<file path="src/hw/rtl/frequency_ordered_list_core_macros.svh">
// ----------------------------------------------------------------------------
// Frequency ordered list - assertion macros
// Concurrent assertion wrappers, compiled out for synthesis.
// ----------------------------------------------------------------------------
`ifndef FREQUENCY_ORDERED_LIST_CORE_MACROS_SVH
`define FREQUENCY_ORDERED_LIST_CORE_MACROS_SVH
`ifndef SYNTHESIS
// check on every clock edge outside reset
`define FOL_ASSERT(lbl, prop, msg) \
  lbl: assert property (@(posedge clk) disable iff (rst) (prop)) else $error(msg);
// check on every clock edge, reset included
`define FOL_ASSERT_ALWAYS(lbl, prop, msg) \
  lbl: assert property (@(posedge clk) (prop)) else $error(msg);
`else
`define FOL_ASSERT(lbl, prop, msg)
`define FOL_ASSERT_ALWAYS(lbl, prop, msg)
`endif
`endif

</file>
<file path="src/hw/rtl/fol_pkg.sv">
// ----------------------------------------------------------------------------
// Frequency ordered list - package
// Sizes, command and status codes, item types and cell control.
// ----------------------------------------------------------------------------
package fol_pkg;

  // table geometry
  localparam int DEPTH = 16;
  localparam int IDX_W = $clog2(DEPTH);
  localparam int LEN_W = $clog2(DEPTH + 1);

  // field widths
  localparam int CMD_W = 2;
  localparam int KEY_W = 32;
  localparam int EIDX_W = 4;
  localparam int ST_W = 2;
  localparam int POS_W = 4;
  localparam int CNT_W = 16;

  localparam logic [CNT_W-1:0] COUNT_MAX = '1;

  // command codes
  localparam logic [CMD_W-1:0] CMD_APPEND = 2'd0;
  localparam logic [CMD_W-1:0] CMD_LOCATE = 2'd1;
  localparam logic [CMD_W-1:0] CMD_READ = 2'd2;

  // status codes
  localparam logic [ST_W-1:0] ST_OK = 2'd0;
  localparam logic [ST_W-1:0] ST_NOT_FOUND = 2'd1;
  localparam logic [ST_W-1:0] ST_FULL = 2'd2;
  localparam logic [ST_W-1:0] ST_BAD_INDEX = 2'd3;

  typedef enum logic {
    S_IDLE,
    S_WORK
  } state_t;

  typedef struct packed {
    logic [CMD_W-1:0] cmd;
    logic signed [KEY_W-1:0] key_value;
    logic [EIDX_W-1:0] entry_index;
  } req_item_t;

  typedef struct packed {
    logic [ST_W-1:0] status;
    logic [POS_W-1:0] position;
    logic signed [KEY_W-1:0] entry_key;
    logic [CNT_W-1:0] entry_count;
  } res_item_t;

  // broadcast to every cell
  typedef struct packed {
    logic locate_go;
    logic append_go;
    logic [KEY_W-1:0] probe_key;
    logic [KEY_W-1:0] new_key;
    logic [CNT_W-1:0] new_cnt;
  } cell_ctl_t;

endpackage

</file>
<file path="src/hw/rtl/frequency_ordered_list_core.sv">
// ----------------------------------------------------------------------------
// Frequency ordered list - top level
// Self-organizing key table ordered by access count, built as a row of cells.
// ----------------------------------------------------------------------------
// Each item is accepted while idle and finished in the work state. At the
// accept edge every cell compares its key with the request at once and the
// first-match chain along the row picks the hit; the following cycle
// increments its count, the cells find the move span by comparing counts,
// and the whole row shifts together. busy is high in the work state only. The
// result sits on the result ports, flagged by done, which rises as busy falls;
// the receiver cannot hold it off, and a new item may be started while done
// is high. No clearing pass follows reset: the table is empty at once.
// ----------------------------------------------------------------------------
`include "frequency_ordered_list_core_macros.svh"

module frequency_ordered_list_core
  import fol_pkg::*;
(
  input  logic      clk,
  input  logic      rst,
  input  logic      start,
  input  req_item_t request,
  output logic      busy,
  output logic      done,
  output res_item_t result
);

  state_t state, state_next;
  logic accept;
  logic commit;

  logic [LEN_W-1:0] length;

  // latched item and accept-cycle search results
  logic [CMD_W-1:0] op_cmd;
  logic [KEY_W-1:0] op_key;
  logic [IDX_W-1:0] op_idx;
  logic [DEPTH-1:0] hit;
  logic             found;
  logic [CNT_W-1:0] hit_cnt;
  logic [KEY_W-1:0] rd_key;
  logic [CNT_W-1:0] rd_cnt;
  logic             rd_ok;

  // cell row wiring
  logic [KEY_W-1:0] key_c [DEPTH+1];
  logic [CNT_W-1:0] cnt_c [DEPTH+1];
  logic [DEPTH:0]   seen_c;
  logic [DEPTH+1:0] in_c;
  logic [DEPTH-1:0] first_v;
  cell_ctl_t        ctl;

  logic             full;
  logic             locate_go;
  logic             append_go;
  logic [CNT_W-1:0] cnt_new;
  logic [IDX_W-1:0] dst;

  logic [KEY_W-1:0] sel_key;
  logic [CNT_W-1:0] sel_cnt;
  logic [CNT_W-1:0] first_cnt;
  res_item_t        result_next;

  // next state
  always_comb begin
    state_next = state;
    case (state)
      S_IDLE: if (start) state_next = S_WORK;
      S_WORK: state_next = S_IDLE;
      default: state_next = S_IDLE;
    endcase
  end

  // state outputs
  always_comb begin
    busy   = 1'b0;
    commit = 1'b0;
    case (state)
      S_IDLE: busy = 1'b0;
      S_WORK: begin
        busy   = 1'b1;
        commit = 1'b1;
      end
      default: busy = 1'b0;
    endcase
  end

  assign accept = start && !busy;

  always_ff @(posedge clk) begin
    if (rst) begin
      state <= S_IDLE;
    end else begin
      state <= state_next;
    end
  end

  // chain ends
  assign key_c[0]      = '0;
  assign cnt_c[0]      = '0;
  assign seen_c[0]     = 1'b0;
  assign in_c[0]       = 1'b0;
  assign in_c[DEPTH+1] = 1'b0;

  assign full      = (length == LEN_W'(DEPTH));
  assign locate_go = commit && (op_cmd == CMD_LOCATE) && found;
  assign append_go = commit && (op_cmd == CMD_APPEND) && !full;
  assign cnt_new   = (hit_cnt == COUNT_MAX) ? hit_cnt : hit_cnt + 1'b1;

  always_comb begin
    ctl.locate_go = locate_go;
    ctl.append_go = append_go;
    ctl.probe_key = request.key_value;
    ctl.new_key   = op_key;
    ctl.new_cnt   = cnt_new;
  end

  // row of cells; cell j sits at index j+1 of the chain arrays
  for (genvar j = 0; j < DEPTH; j++) begin : g_cell
    fol_cell u_cell (
      .clk      (clk),
      .ctl      (ctl),
      .valid    (LEN_W'(j) < length),
      .tail     (LEN_W'(j) == length),
      .hit      (hit[j]),
      .seen_in  (seen_c[j]),
      .in_prev  (in_c[j]),
      .in_next  (in_c[j+2]),
      .prev_key (key_c[j]),
      .prev_cnt (cnt_c[j]),
      .seen_out (seen_c[j+1]),
      .first    (first_v[j]),
      .in_here  (in_c[j+1]),
      .key      (key_c[j+1]),
      .cnt      (cnt_c[j+1])
    );
  end

  // accept-cycle selection: read port and count at the hit
  always_comb begin
    sel_key   = '0;
    sel_cnt   = '0;
    first_cnt = '0;
    for (int j = 0; j < DEPTH; j++) begin
      if (IDX_W'(j) == IDX_W'(request.entry_index)) begin
        sel_key = key_c[j+1];
        sel_cnt = cnt_c[j+1];
      end
      if (first_v[j]) first_cnt = first_cnt | cnt_c[j+1];
    end
  end

  always_ff @(posedge clk) begin
    if (accept) begin
      op_cmd  <= request.cmd;
      op_key  <= request.key_value;
      op_idx  <= IDX_W'(request.entry_index);
      hit     <= first_v;
      found   <= seen_c[DEPTH];
      hit_cnt <= first_cnt;
      rd_key  <= sel_key;
      rd_cnt  <= sel_cnt;
      rd_ok   <= (LEN_W'(request.entry_index) < length);
    end
  end

  // head of the moving span is the final position
  always_comb begin
    dst = '0;
    for (int j = 0; j < DEPTH; j++) begin
      if (in_c[j+1] && !in_c[j]) dst = dst | IDX_W'(j);
    end
  end

  // result assembly
  always_comb begin
    result_next = '0;
    result_next.status = ST_OK;
    case (op_cmd)
      CMD_APPEND: begin
        if (full) begin
          result_next.status = ST_FULL;
        end else begin
          result_next.position  = POS_W'(length[IDX_W-1:0]);
          result_next.entry_key = op_key;
        end
      end
      CMD_LOCATE: begin
        if (found) begin
          result_next.position    = POS_W'(dst);
          result_next.entry_key   = op_key;
          result_next.entry_count = cnt_new;
        end else begin
          result_next.status = ST_NOT_FOUND;
        end
      end
      CMD_READ: begin
        if (rd_ok) begin
          result_next.position    = POS_W'(op_idx);
          result_next.entry_key   = rd_key;
          result_next.entry_count = rd_cnt;
        end else begin
          result_next.status = ST_BAD_INDEX;
        end
      end
      default: result_next.status = ST_OK;
    endcase
  end

  // length and result registers
  always_ff @(posedge clk) begin
    if (rst) begin
      length <= '0;
      done   <= 1'b0;
    end else begin
      done <= commit;
      if (append_go) length <= length + 1'b1;
    end
  end

  always_ff @(posedge clk) begin
    if (commit) result <= result_next;
  end

  // checks
  `FOL_ASSERT(a_done_after_work, done |-> $past(commit), "result without work cycle")
  `FOL_ASSERT(a_len_bound, length <= LEN_W'(DEPTH), "table length beyond depth")
  `FOL_ASSERT(a_hit_onehot, commit |-> $onehot0(hit), "more than one hit cell")
  `FOL_ASSERT(a_append_grows, append_go |=> length == LEN_W'($past(length) + 1'b1),
    "append did not grow table")
  `FOL_ASSERT_ALWAYS(a_reset_idle, rst |=> !busy && !done, "not idle after reset")

endmodule

</file>
<file path="src/hw/rtl/fol_cell.sv">
// ----------------------------------------------------------------------------
// Frequency ordered list - table cell
// Holds one entry, compares it against the probe key and takes part in the
// first-match and move-forward chains with its neighbors.
// ----------------------------------------------------------------------------
module fol_cell
  import fol_pkg::*;
(
  input  logic             clk,
  input  cell_ctl_t        ctl,
  input  logic             valid,     // entry lies below the table length
  input  logic             tail,      // first free slot
  input  logic             hit,       // this entry was located
  input  logic             seen_in,   // a lower cell already matched
  input  logic             in_prev,   // lower neighbor is in the moving span
  input  logic             in_next,   // upper neighbor is in the moving span
  input  logic [KEY_W-1:0] prev_key,
  input  logic [CNT_W-1:0] prev_cnt,
  output logic             seen_out,
  output logic             first,
  output logic             in_here,
  output logic [KEY_W-1:0] key,
  output logic [CNT_W-1:0] cnt
);

  logic match;
  logic le;

  // first-match chain runs from the head
  assign match    = valid && (key == ctl.probe_key);
  assign first    = match && !seen_in;
  assign seen_out = seen_in || match;

  // moving span grows from the hit cell toward the head
  assign le      = (cnt <= ctl.new_cnt);
  assign in_here = hit || (in_next && le);

  // head of span takes the located entry, the rest shift up by one
  always_ff @(posedge clk) begin
    if (ctl.locate_go && in_here) begin
      if (in_prev) begin
        key <= prev_key;
        cnt <= prev_cnt;
      end else begin
        key <= ctl.new_key;
        cnt <= ctl.new_cnt;
      end
    end else if (ctl.append_go && tail) begin
      key <= ctl.new_key;
      cnt <= '0;
    end
  end

endmodule
</file>
<file path="config.mk">
export PLATFORM = sky130hd
export DESIGN_NAME = frequency_ordered_list_core
export DESIGN_NICKNAME = d
export VERILOG_FILES = /design/src/hw/rtl/fol_pkg.sv /design/src/hw/rtl/frequency_ordered_list_core.sv /design/src/hw/rtl/fol_cell.sv
export VERILOG_INCLUDE_DIRS = /design/src /design/src/hw/rtl
export SDC_FILE = /design/constraint.sdc
export NUM_CORES = 2
export LEC_CHECK = 0
export ABC_AREA = 0
export BUFFER_PORTS_ARGS = -buffer_cell sky130_fd_sc_hd__buf_2
export CAP_MARGIN = 10
export CORE_UTILIZATION = 64
export CTS_CLUSTER_DIAMETER = 40
export CTS_CLUSTER_SIZE = 10
export DETAILED_ROUTE_END_ITERATION = 7
export PLACE_DENSITY = 0.81
export SLEW_MARGIN = 40
export SYNTH_ARGS = -nofsm -noshare
export SYNTH_HDL_FRONTEND = slang
export SYNTH_SLANG_ARGS = --single-unit
</file>
<file path="constraint.sdc">
create_clock -name clk -period 11 [get_ports clk]
set_clock_uncertainty 0.15 [all_clocks]
set_input_delay 1.65 -clock clk [delete_from_list [all_inputs] [get_ports clk]]
set_output_delay 1.65 -clock clk [all_outputs]
set_load 0.1 [all_outputs]
</file>
== Word level (Yosys, flattened, before mapping) ==
Cells that the tools add are included.
Storage, ports and cells
  register bits after elaboration: 949
  bits of input ports: 41
  output and inout port bits: 56
  logic and storage cells: 498
Operators by class
  $add $sub $neg: 2
  $lt $le $gt $ge: 32
  eq/ne operators: 50
  multiplexer cells: 171
  bitwise logic cells: 16
  reduce and logical (&&, ||, !) cells: 179
Operators with widths (number)
  $mux W32: 63
  $mux W16: 80
  $eq A32 B32 Y1: 16
  $le A16 B16 Y1: 15
  $or A16 B16 Y16: 15
  $pmux W36 S3: 1
  $mux W52: 2
  $logic_and A1 B1 Y1: 98
  $eq A4 B5 Y1 const A: 8
  $lt A4 B5 Y1 const A: 8
  $mux W36: 1
  $eq A4 B4 Y1 const A: 8
  $logic_not A1 Y1: 32
  $mux W4: 8
  $pmux W16 S2: 1
  $reduce_bool A2 Y1: 16
  $logic_or A1 B1 Y1: 30
  $eq A3 B5 Y1 const A: 4
  $lt A3 B5 Y1 const A: 4
  $add A16 B1 Y16 const B: 1
  $eq A16 B16 Y1 const B: 1
  $eq A3 B4 Y1 const A: 4
  $mux W3: 4
  $eq A2 B5 Y1 const A: 2
  18 further kinds: 28

== Longest topological paths before layout ==
  depth in word-level cells: 52
  depth in mapped cells: 26
  gate-level depth less buffers: 19

== By module ==
From an unflattened synthesis, not the netlist that was laid out.
Second synthesis, totals
  cells, all modules: 5486
  area total of the unflattened synthesis: 64227.8 sq um
Modules (own cells, without submodules)
  fol_cell (g_cell[0].u_cell ...): times used 11, cells each 232, area each 3004.1 sq um, seq. area each 1441.4 sq um
  frequency_ordered_list_core: times used 1, cells each 1764, area each 16024.1 sq um, seq. area each 5365.1 sq um
  fol_cell (g_cell[5].u_cell ...): times used 5, cells each 234, area each 3031.7 sq um, seq. area each 1441.4 sq um

== Least setup slack after synthesis ==
OpenSTA, ideal clock, no wires.
  kind: reg2reg
  from: reg hit_cnt[0]
  to: reg g_cell[1].u_cell.cnt[0] (enable)
  library setup time: 0.471 ns
  arrival time: 7.267 ns
  required time: 10.379 ns
  path slack: 3.113 ns
  stages on the path, launching flop included: 21
  buffers on the path: 3
  period minus slack after synthesis: 7.887 ns
  cells stage by stage: edfxtp_1 -> ha_1 -> nand4_2 -> or4_1 -> buf_2 -> buf_6 -> and3_1 -> xor2_1 -> inv_1 -> clkbuf_1 -> ha_1 -> and4_1 -> a221o_1 -> a31oi_1 -> a211oi_1 -> o31ai_2 -> nand2_1 -> o311ai_4 -> and3_1 -> nor2_1 -> o22ai_1
On the way
  word-level cells in the longest chain between the ends: 33
  elaborated cells between the ends (all ways): 47
  those cells by class: 1 x add/sub; 14 x order compare; 1 x eq/ne; 1 x mux; 30 x reduce/logical
RTL lines
  start: declaration: line frequency_ordered_list_core.sv:40  | logic [CNT_W-1:0] hit_cnt;
  start signal: assignment: line frequency_ordered_list_core.sv:160  | hit_cnt <= first_cnt;
  $add A16 B1 Y16 or $eq A16 B16 Y1 (tied branches): line frequency_ordered_list_core.sv:108  | assign cnt_new = (hit_cnt == COUNT_MAX) ? hit_cnt : hit_cnt + 1'b1;
  $mux W16 *: line frequency_ordered_list_core.sv:108
  $le A16 B16 Y1: line fol_cell.sv:35  | assign le = (cnt <= ctl.new_cnt);
  $logic_and A1 B1 Y1: line fol_cell.sv:36  | assign in_here = hit || (in_next && le);
  $logic_or A1 B1 Y1: line fol_cell.sv:36
  $logic_and A1 B1 Y1: line fol_cell.sv:36
  $logic_or A1 B1 Y1: line fol_cell.sv:36
  $logic_and A1 B1 Y1: line fol_cell.sv:36
  [... 17 more ...]
  $logic_and A1 B1 Y1: line fol_cell.sv:36
  $logic_or A1 B1 Y1: line fol_cell.sv:36
  $logic_and A1 B1 Y1: line fol_cell.sv:36
  $logic_or A1 B1 Y1: line fol_cell.sv:36
  $logic_and A1 B1 Y1 *: line fol_cell.sv:36
  $logic_or A1 B1 Y1 *: line fol_cell.sv:36
  $logic_and A1 B1 Y1 *: line fol_cell.sv:40  | if (ctl.locate_go && in_here) begin
  $reduce_bool A2 Y1 (no source line) *
  end signal: assignment: line fol_cell.sv:43  | cnt <= prev_cnt;
  end signal: assignment: line fol_cell.sv:46  | cnt <= ctl.new_cnt;
  end: declaration: line fol_cell.sv:23  | output logic [CNT_W-1:0] cnt
Mark *: on every way between the ends. The rest lies on a longest branch, timed or not.
A chain may end at the register's enable or synchronous reset.

== Final worst setup path ==
  from: reg hit_cnt[0]
  to: reg g_cell[0].u_cell.key[18] (enable)
On the way
  word-level cells in the longest chain between the ends: 35
  elaborated cells between the ends (all ways): 50
  those cells by class: 1 x add/sub; 15 x order compare; 1 x eq/ne; 1 x mux; 32 x reduce/logical
RTL lines
  $add A16 B1 Y16 or $eq A16 B16 Y1 (tied branches): line frequency_ordered_list_core.sv:108
  $mux W16 *: line frequency_ordered_list_core.sv:108
  $le A16 B16 Y1: line fol_cell.sv:35
  $logic_and A1 B1 Y1: line fol_cell.sv:36
  $logic_or A1 B1 Y1: line fol_cell.sv:36
  $logic_and A1 B1 Y1: line fol_cell.sv:36
  $logic_or A1 B1 Y1: line fol_cell.sv:36
  $logic_and A1 B1 Y1: line fol_cell.sv:36
  [... 19 more ...]
  $logic_and A1 B1 Y1: line fol_cell.sv:36
  $logic_or A1 B1 Y1: line fol_cell.sv:36
  $logic_and A1 B1 Y1: line fol_cell.sv:36
  $logic_or A1 B1 Y1: line fol_cell.sv:36
  $logic_and A1 B1 Y1 *: line fol_cell.sv:36
  $logic_or A1 B1 Y1 *: line fol_cell.sv:36
  $logic_and A1 B1 Y1 *: line fol_cell.sv:40
  $reduce_bool A2 Y1 (no source line) *
  end signal: assignment: line fol_cell.sv:42  | key <= prev_key;
  end signal: assignment: line fol_cell.sv:45  | key <= ctl.new_key;
  end signal: assignment: line fol_cell.sv:49  | key <= ctl.new_key;
  end: declaration: line fol_cell.sv:22  | output logic [KEY_W-1:0] key,
Marks and branches as above.

==> reports/qor.txt <==
Post-CTS Setup Bufs -> 0
WP depth -> 19
clock buffer count from CTS -> 149
DIE HEIGHT -> 304 um
FF-to-FF End -> g_cell[0].u_cell.key[18]$_DFFE_PP_
Synth Area in Simple Gates -> 0.0985
post-synthesis register bit count -> 949
complex-gate fraction of the synthesized area -> 0.136
CTS tree -> built
DR pass1 iterations -> 8
CP peak stage delay -> 810 ps
Crit. End Element -> flop
sequential element share of the synthesized area -> 0.486
CTS Root Cell -> clkbuf_16
final setup vio count -> 0
Main synth FF type -> edfxtp_1
# hold bufs at CTS -> 0
kind of cell adding the most delay to the critical path -> compound AO/OA/AOI/OAI gates
Slew Limit Headroom -> 0.347
Hold Path Class -> reg2reg
CP bufs+invs -> 5
vias in the first global route -> 44982
Clock Pin Slew Worst Setup and Hold Paths -> 60 ps
CTS resizes -> 0
worst setup path endpoint -> g_cell[0].u_cell.key[18]$_DFFE_PP_
Routed WL -> 226 mm
worst path cell trace -> ha_1 -> nand4_2 -> or4_1 -> buf_4 -> a31oi_2 -> buf_4 -> clkinv_1 -> ha_1 -> a21o_1 -> a221oi_1 -> o21ai_0 -> o211ai_1 -> nand2_1 -> o311ai_4 -> nand3_1 -> buf_4 -> a211o_2 -> nand3_2 -> buf_4
GRT Residual Overflow -> 0
routed via count -> 48373
crit path from -> hit_cnt[0]$_DFFE_PP_
first-pass GRT wire length -> 319 mm
maximum clock insertion buffer count -> 3
Post-Synth XOR/XNOR Area -> 0.0820
Top Ports -> 97
routability cong. -> 1.06
Mapped Cells -> 5127
syn_nets -> 5389
Critical Path AT -> 9140 ps
outcome -> complete, but fails checks
RSZ-0062 raised after global routing -> false
Reg2Reg Setup Slack -> 2130 ps
# fillers -> 6048
crit path launch type -> flop
Avg WL per Cell -> 35.1 um
syn avg cell area -> 11.4 um^2
CTS HTree Levels -> 4
Design Power -> 9.96 mW
Max-Cap Viols -> 0
largest family of logic cells by synthesized area -> compound AO/OA/AOI/OAI gates
crit path kind -> reg2reg
Die Area -> 0.0926 mm^2
leading area contributor after synthesis -> edfxtp_1
Std-Cell Rows -> 110
final critical-path share of the clock period -> 0.807
Area Overhead vs Synth -> 12.3%
max frequency -> 0.113 GHz
layout cells sized above 1 -> 0.175
latest clock arrival within the worst-skew pair -> 790 ps
largest net degree at the start of global routing -> 122
DR iter-0 viols -> 9665
Final Hold Viols -> 0
Reg2Reg Depth -> 19
DR vias/cell -> 7.53
Detail Route Antenna Nets -> 0
PortBufs -> 96
Fin Setup TNS -> 0 ps
Crit Path Max Fanout -> 34
Least-Margin Pin Slew -> 980 ps
Synth async-reset ratio -> 0
Synth top area share -> 0.483
top cells by area, synth -> edfxtp_1 48%, mux2_2 5.4%, ha_1 4.7%, xor2_1 4.3%, xnor2_1 3.9%
Distinct cells, synth -> 98
LEAKAGE -> 23.1 nW
CTS sink count -> 949
initial antenna violation count -> 7
post-DP HPWL -> 162 mm
DRC viols -> 8
gr usage total -> 0.477
Max Transition Viols Final -> 0
synthesized area -> 0.0585 mm^2
fin crit period -> 8870 ps
Die Width -> 304 um
Synth Area in Adders -> 0.0490
Initial Util -> 0.648
Crit path top cell by count -> buf_4
worst r2r src -> hit_cnt[0]$_DFFE_PP_
Max IR drop VDD -> 0.173 mV
Syn. warnings -> 0
number of synthesized flops with an enable pin -> 942
worst path required time -> 11270 ps
core area -> 0.0903 mm^2
Slowest cell on crit path -> a221oi_1
number of nets in the layout -> 5393
violated checks -> DRC
post-synthesis mux area share -> 0.113
hold_ws -> 408 ps
PwrDens -> 152 mW/mm^2
## area by class of cell
cell class,instances,area (um^2),area share
diodes,8,20.0,0.000305
multi-input cells,3674,28600,0.435
repair buffers,241,1770,0.0270
inverters,116,435,0.00663
well taps,1176,1470,0.0224
clock inverters,84,1000,0.0153
clock buffers,177,3990,0.0607
flip-flops and latches,949,28400,0.433
## registers in the layout, indices dropped and copies added (netlist names)
| register | flops |
|---|---|
| g_cell.u_cell.key | 512 |
| op_cmd | 2 |
| hit | 16 |
| state | 1 |
| op_idx | 4 |
| op_key | 32 |
| g_cell.u_cell.cnt | 256 |
| hit_cnt | 16 |
| result | 54 |
| done | 1 |
| rd_key | 32 |
| length | 5 |
| rd_ok | 1 |
| found | 1 |
| rd_cnt | 16 |
## power breakdown
| group | total, mW | switching (mW) | internal [mW] |
|---|---|---|---|
| clock | 4.81 | 1.78 | 3.03 |
| sequential | 4.13 | 0.0815 | 4.05 |
| combinational | 1.02 | 0.706 | 0.316 |
| total | 9.96 | 2.57 | 7.39 |
## worst min path at each step
stage,startpoint,end,cells after the start
finish,length[4]$_SDFFE_PP0P_,length[4]$_SDFFE_PP0P_,2
global route,length[4]$_SDFFE_PP0P_,length[4]$_SDFFE_PP0P_,2
CTS,length[4]$_SDFFE_PP0P_,length[4]$_SDFFE_PP0P_,2
detailed placement,length[4]$_SDFFE_PP0P_,length[4]$_SDFFE_PP0P_,2
global placement,length[4]$_SDFFE_PP0P_,length[4]$_SDFFE_PP0P_,2
floorplan,g_cell[15].u_cell.cnt[14]$_SDFFCE_PN0P_,rd_cnt[14]$_DFFE_PP_,2
## cell usage after synthesis (all sizes together), types with 10 or more instances
master	number
buf	153
a22o	25
a221oi	52
nor3	40
o31ai	14
maj3	10
mux2i	67
nand2	278
nor2	389
o2111ai	24
xnor2	261
o211ai	14
mux2	511
or3	15
and2	10
or2	17
xor2	287
ha	221
o21ai	137
nand3	124
and3	19
o22ai	33
a21oi	204
clkbuf	235
a221o	19
nor4	86
a21o	48
a31oi	55
a2111oi	20
inv	113
edfxtp	942
nor2b	51
a22oi	188
nand4	109
a211oi	173
nand2b	20
a222oi	51
and4	15
## metal layers
| metal | share of wire | vias up | global-route usage |
|---|---|---|---|
| met1 | 0.37 | 23237 | 0.677 |
| met5 | 0.00053 | - | 0.00775 |
| met4 | 0.042 | 6 | 0.175 |
| met2 | 0.40 | 4763 | 0.647 |
| met3 | 0.19 | 681 | 0.198 |
| li1 | - | 19686 | - |
## cell usage in the layout, fill, tap and decap left out, drive strengths merged, types with 52 or more instances in the layout
master    n
clkinv   53
buf     240
a22oi   188
clkbuf  178
a31oi    55
xnor2   261
nor2    389
a21oi   204
edfxtp  942
ha      221
a211oi  173
o21ai   137
nor4     86
mux2    511
a221oi   52
inv     119
nand2   278
nand3   124
nand4   109
mux2i    67
xor2    287
## stage by stage
stage                     utilization  worst slack [ps]  instances  instance area [um^2]
final                           0.728              2130       6425                 65700
after global routing            0.728              2040       6419                 65700
after CTS                       0.724              2890       6400                 65400
after detailed placement        0.669              2950       6139                 60400
after global placement          0.666              2720       6130                 60200
after floorplan                     -              3110       5127                 58500
## cells by family after synthesis
kind of cell / after synthesis
AOI/OAI and AO/OA: 1116
xor gates and xnor gates: 548
adders and majority gates: 231
buffers and inverters: 504
DFF: 949
muxes: 580
and+or+nand+nor: 1199
## worst min-delay path: stages, from the launching register on
cell	delay (ps)
dfxtp_1	370
xor2_1	80
nor2_1	70
(Power assumes the default switching activity.)
